[src/xse_pkg.sv]
// Types and constants shared by the execute unit modules
`timescale 1ns / 1ps
package xse_pkg;

   localparam int MEM_ADDR_BITS_DEF = 16;
   localparam int QUEUE_DEPTH       = 2;

   typedef enum logic [2:0] {
      OP_MOV = 3'd0,
      OP_ADD = 3'd1,
      OP_SUB = 3'd2,
      OP_CMP = 3'd3,
      OP_JZ  = 3'd4,
      OP_JNZ = 3'd5
   } opcode_type;

   typedef enum logic [1:0] {
      KIND_GPR = 2'd0,
      KIND_SEG = 2'd1,
      KIND_MEM = 2'd2,
      KIND_IMM = 2'd3
   } kind_type;

   typedef enum logic [2:0] {
      ST_CLEAR, ST_IDLE, ST_ADDR, ST_RD_LO, ST_RD_HI, ST_EXEC, ST_WR_HI
   } back_state_type;

   typedef struct packed {
      opcode_type         opcode;
      logic               is_wide;
      kind_type           dst_kind;
      logic [2:0]         dst_sel;
      kind_type           src_kind;
      logic [2:0]         src_sel;
      logic [3:0]         base_sel;
      logic [3:0]         index_sel;
      logic signed [15:0] displacement;
      logic [15:0]        immediate;
      logic signed [7:0]  jump_offset;
      logic               needs_mem;
   } instr_type;

   typedef struct packed {
      logic clearing;
      logic queue_full;
   } status_type;

endpackage

[src/xse_queue.sv]
// Two-entry queue between front end and back end
`timescale 1ns / 1ps
module xse_queue (
   input  logic               clock,
   input  logic               reset,
   input  logic               push,
   input  xse_pkg::instr_type push_word,
   input  logic               pop,
   output xse_pkg::instr_type pop_word,
   output logic               empty,
   output logic               full
);

   localparam int IW = $clog2(xse_pkg::QUEUE_DEPTH);

   xse_pkg::instr_type      slot_ff [xse_pkg::QUEUE_DEPTH];
   logic [IW-1:0]           wr_ptr_ff, wr_ptr_in;
   logic [IW-1:0]           rd_ptr_ff, rd_ptr_in;
   logic [IW:0]             count_ff, count_in;

   always_comb begin
      empty     = (count_ff == '0);
      full      = (count_ff == (IW+1)'(xse_pkg::QUEUE_DEPTH));
      pop_word  = slot_ff[rd_ptr_ff];
      wr_ptr_in = push ? wr_ptr_ff + 1'b1 : wr_ptr_ff;
      rd_ptr_in = pop ? rd_ptr_ff + 1'b1 : rd_ptr_ff;
      count_in  = count_ff + (IW+1)'(push) - (IW+1)'(pop);
   end

   always_ff @(posedge clock) begin
      if (reset) begin
         wr_ptr_ff <= '0;
         rd_ptr_ff <= '0;
         count_ff  <= '0;
      end else begin
         wr_ptr_ff <= wr_ptr_in;
         rd_ptr_ff <= rd_ptr_in;
         count_ff  <= count_in;
      end
   end

   always_ff @(posedge clock) begin
      if (push) begin
         slot_ff[wr_ptr_ff] <= push_word;
      end
   end

endmodule

[config.mk]
export PLATFORM = sky130hd
export DESIGN_NAME = xse_queue
export DESIGN_NICKNAME = d
export VERILOG_FILES = /design/src/xse_pkg.sv /design/src/xse_queue.sv
export SDC_FILE = /design/constraint.sdc
export NUM_CORES = 1
export LEC_CHECK = 0
export BUFFER_PORTS_ARGS = -buffer_cell sky130_fd_sc_hd__buf_4
export CORE_MARGIN = 4
export CORE_UTILIZATION = 56
export DETAILED_ROUTE_END_ITERATION = 16
export GPL_TIMING_DRIVEN = 0
export PLACE_DENSITY = 0.84
export SLEW_MARGIN = 20
export SYNTH_ARGS = -nofsm -noshare
export SYNTH_HDL_FRONTEND = slang
export SYNTH_SLANG_ARGS = --single-unit
[constraint.sdc]
create_clock -name clock -period 9.2 [get_ports clock]
set_clock_uncertainty 0.15 [all_clocks]
set_input_delay 0.46 -clock clock [delete_from_list [all_inputs] [get_ports clock]]
set_output_delay 0.46 -clock clock [all_outputs]
set_load 0.005 [all_outputs]
==> out/qor.csv <==
metric,value,unit
p_clk_frac,0.440,
critPathCaptureType,output pin,
crit_fanout,10,
clkLatencyLatePin,0.50,ns
cts_buffers,17,
synth_most_common_cell,edfxtp_1,
switchingPower,0.3369,mW
die_h,103.1,um
grt_use_met1,0.2232,
syn_area,5066,um^2
grt_overflow,0,
avgSynthCellArea,23.35,um^2
p_sw_frac,0.2013,
synth_ff_type,edfxtp_1,
die_area,10630,um^2
antenna_found_initial,0,
r2r_cells,2,
syn_nets,286,
hp-class,in2reg,
hold_buffers,64,
core_area,8763,um^2
first_global_vias,3090,
drive_gt1_frac,0.5291,
rsz0062_at_grt,no,
rows,34,
cap_violations,0,
clock_sinks,131,
io_buffers,131,
synth_cell_types,13,
use_met3,0.07172,
post_cts_buffers,0,
fin_crit_sh,0.2445,
wl_per_cell,18.94,um
firstDrtPassIters,4,
routed_wl,10490,um
dp_hpwl,6044,um
area_delta_synth_final,49.94,%
power.leakage,3.070,nW
synth_area_leader_cell,edfxtp_1,
synth_common_cells,"edfxtp_1 (126), mux2_4 (60), buf_12 (6)",
crit_family,buffers and inverters,
synth_top_area_frac,0.7469,
die_width,103.1,um
antenna_cells,0,
placedCellCount,460,
required,8.59,ns
yosysSeqAreaShare,0.7666,
crit_buf_inv,3,
clk_pin_slew_worst_paths,0.06,ns
r2r_slack,7.65,ns
synthArstFlopShare,0,
synthCells,217,
critPathKind,reg2out,
slowest_delay,0.32,ns
cts_tree,done,
fillers,370,
path_cells,buf_6 > buf_12 > mux2_4 > buf_4,
gp_congestion,0.7342,
yosys-top-cells-area,"edfxtp_1 (75%), mux2_4 (18%), buf_12 (2.4%)",
p_int,1.337,mW
seq_power_share,0.423,
pwr-share-comb,0.137,
report.final.slew_viol_count,0,
fin_cells,554,
cts_buffer_depth,2,
clockRootBuffer,clkbuf_8,
cts_resized,0,
finalHoldViolCount,0,
r2r-start,wr_ptr_ff,
drcViolationCount,0,
grt_first_pass_wirelength,15740,um
whs_path_depth,3,
initial_core_util,0.5781,
vias,2783,
fmax,444.5,MHz
drt_iter0_drc,92,
io_pins,132,
status,finished clean,
grt_max_degree,52,
slew_headroom,0.8132,
grt_usage,0.2051,
antenna_left,0,
power_density,220.3,nW/um^2
ir_worst_vdd,0.1445,mV
synth_edf_count,126,
setup_viol,0,
viasPerCell,5.023,
cpMaxStageDelayCell,dfxtp_1,
ys_ff_latch,131,
layout_min_cycle_time,2.250,ns
grtUsageMet2,0.3690,
cts.htree.levels,4,
top_usage_layer,met2,
yosysWarningCount,0,
fin_setup_tns,0,ns
crit_path_start_kind,flop,
hp-start,pop,
worst_pin_slew,0.2797,ns
finalNetCount,504,
arrival,1.64,ns
r2r-end,slot_ff[1][49],
-- logic make-up after synthesis --
family        Yosys count  synth area share
fa+ha+maj               2          0.004939
xor+xnor                3          0.007904
buf+inv                 9           0.02742
simple gates            9          0.008646
mux                    63            0.1845
flops                 131            0.7666
-- power groups by stage --
stage | clock [mW] | sequential [mW] | combinational (mW)
after floorplan | 0 | 0.719 | 0.104
after global placement | 0 | 0.721 | 0.191
after detailed placement | 0 | 0.720 | 0.206
after CTS | 0.747 | 0.708 | 0.229
after global routing | 0.777 | 0.711 | 0.244
final | 0.736 | 0.709 | 0.229
-- stage by stage --
| step | power [mW] | cell area [um^2] | hold slack [ns] | setup slack, ns | utilization |
|---|---|---|---|---|---|
| finish | 1.674 | 7596 | 0.09492 | 6.950 | 0.8668 |
| global route | 1.732 | 7596 | 0.09715 | 6.874 | 0.8668 |
| CTS | 1.684 | 7596 | 0.07592 | 6.914 | 0.8668 |
| detailed placement | 0.9255 | 6305 | 0.3605 | 7.433 | 0.7194 |
| global placement | 0.9122 | 6185 | 0.3431 | 3.696 | 0.7057 |
| floorplan | 0.8231 | 5066 | 0.3299 | 5.326 | - |
-- flip-flops by register name, indices dropped and copies added (netlist names), named ones only --
register   cells
wr_ptr_ff      1
slot_ff      126
count_ff       2
rd_ptr_ff      1
-- layout make-up --
cell class | count | area, um^2 | area share
plain buffers | 7 | 131.4 | 0.01730
well taps | 108 | 135.1 | 0.01779
clock buffers | 18 | 417.9 | 0.05502
flip-flops and latches | 131 | 3884 | 0.5113
inverters | 2 | 7.507 | 0.0009883
repair buffers | 199 | 1734 | 0.2283
multi-input cells | 77 | 1054 | 0.1387
clock inverters | 12 | 232.7 | 0.03064
-- worst reg2reg max path: cells and delay by family, from the launching register on --
family	cells	cell delay (ns)
simple gates	1	0.32
buf+inv	1	0.30
flops	1	0.43
-- cells in the final DEF (no fill, tap or decap), drive strengths merged --
| cell type | synthesis | layout |
|---|---|---|
| xnor2 | 2 | 2 |
| nor2 | 5 | 5 |
| edfxtp | 126 | 126 |
| buf | 7 | 142 |
| xnor3 | 1 | 1 |
| clkinv | 0 | 6 |
| dlygate4sd3 | 0 | 64 |
| mux2 | 63 | 63 |
| dfxtp | 5 | 5 |
| bufinv | 0 | 6 |
| nor2b | 3 | 3 |
| inv | 2 | 2 |
| and2 | 1 | 1 |
| ha | 2 | 2 |
| clkbuf | 0 | 18 |
-- worst max-delay path by stage --
| stage | endpoint | start | slack (ns) | cells after the start |
|---|---|---|---|---|
| after global routing | pop_word[44] | flop | 6.87 | 4 |
| after floorplan | slot_ff[0][0] | push | 5.33 | 1 |
| final | pop_word[44] | flop | 6.95 | 4 |
| after CTS | pop_word[44] | flop | 6.91 | 4 |
| after detailed placement | slot_ff[0][14] | push | 7.43 | 4 |
| after global placement | slot_ff[0][57] | push | 3.70 | 2 |
-- per-layer routing --
| metal | wire length, um | vias up |
|---|---|---|
| li1 | - | 1292 |
| met1 | 3934 | 1357 |
| met2 | 5641 | 116 |
| met3 | 750 | 18 |
| met4 | 167 | 0 |
| met5 | 0 | - |
No activity file was read; power rests on OpenSTA's default activity.
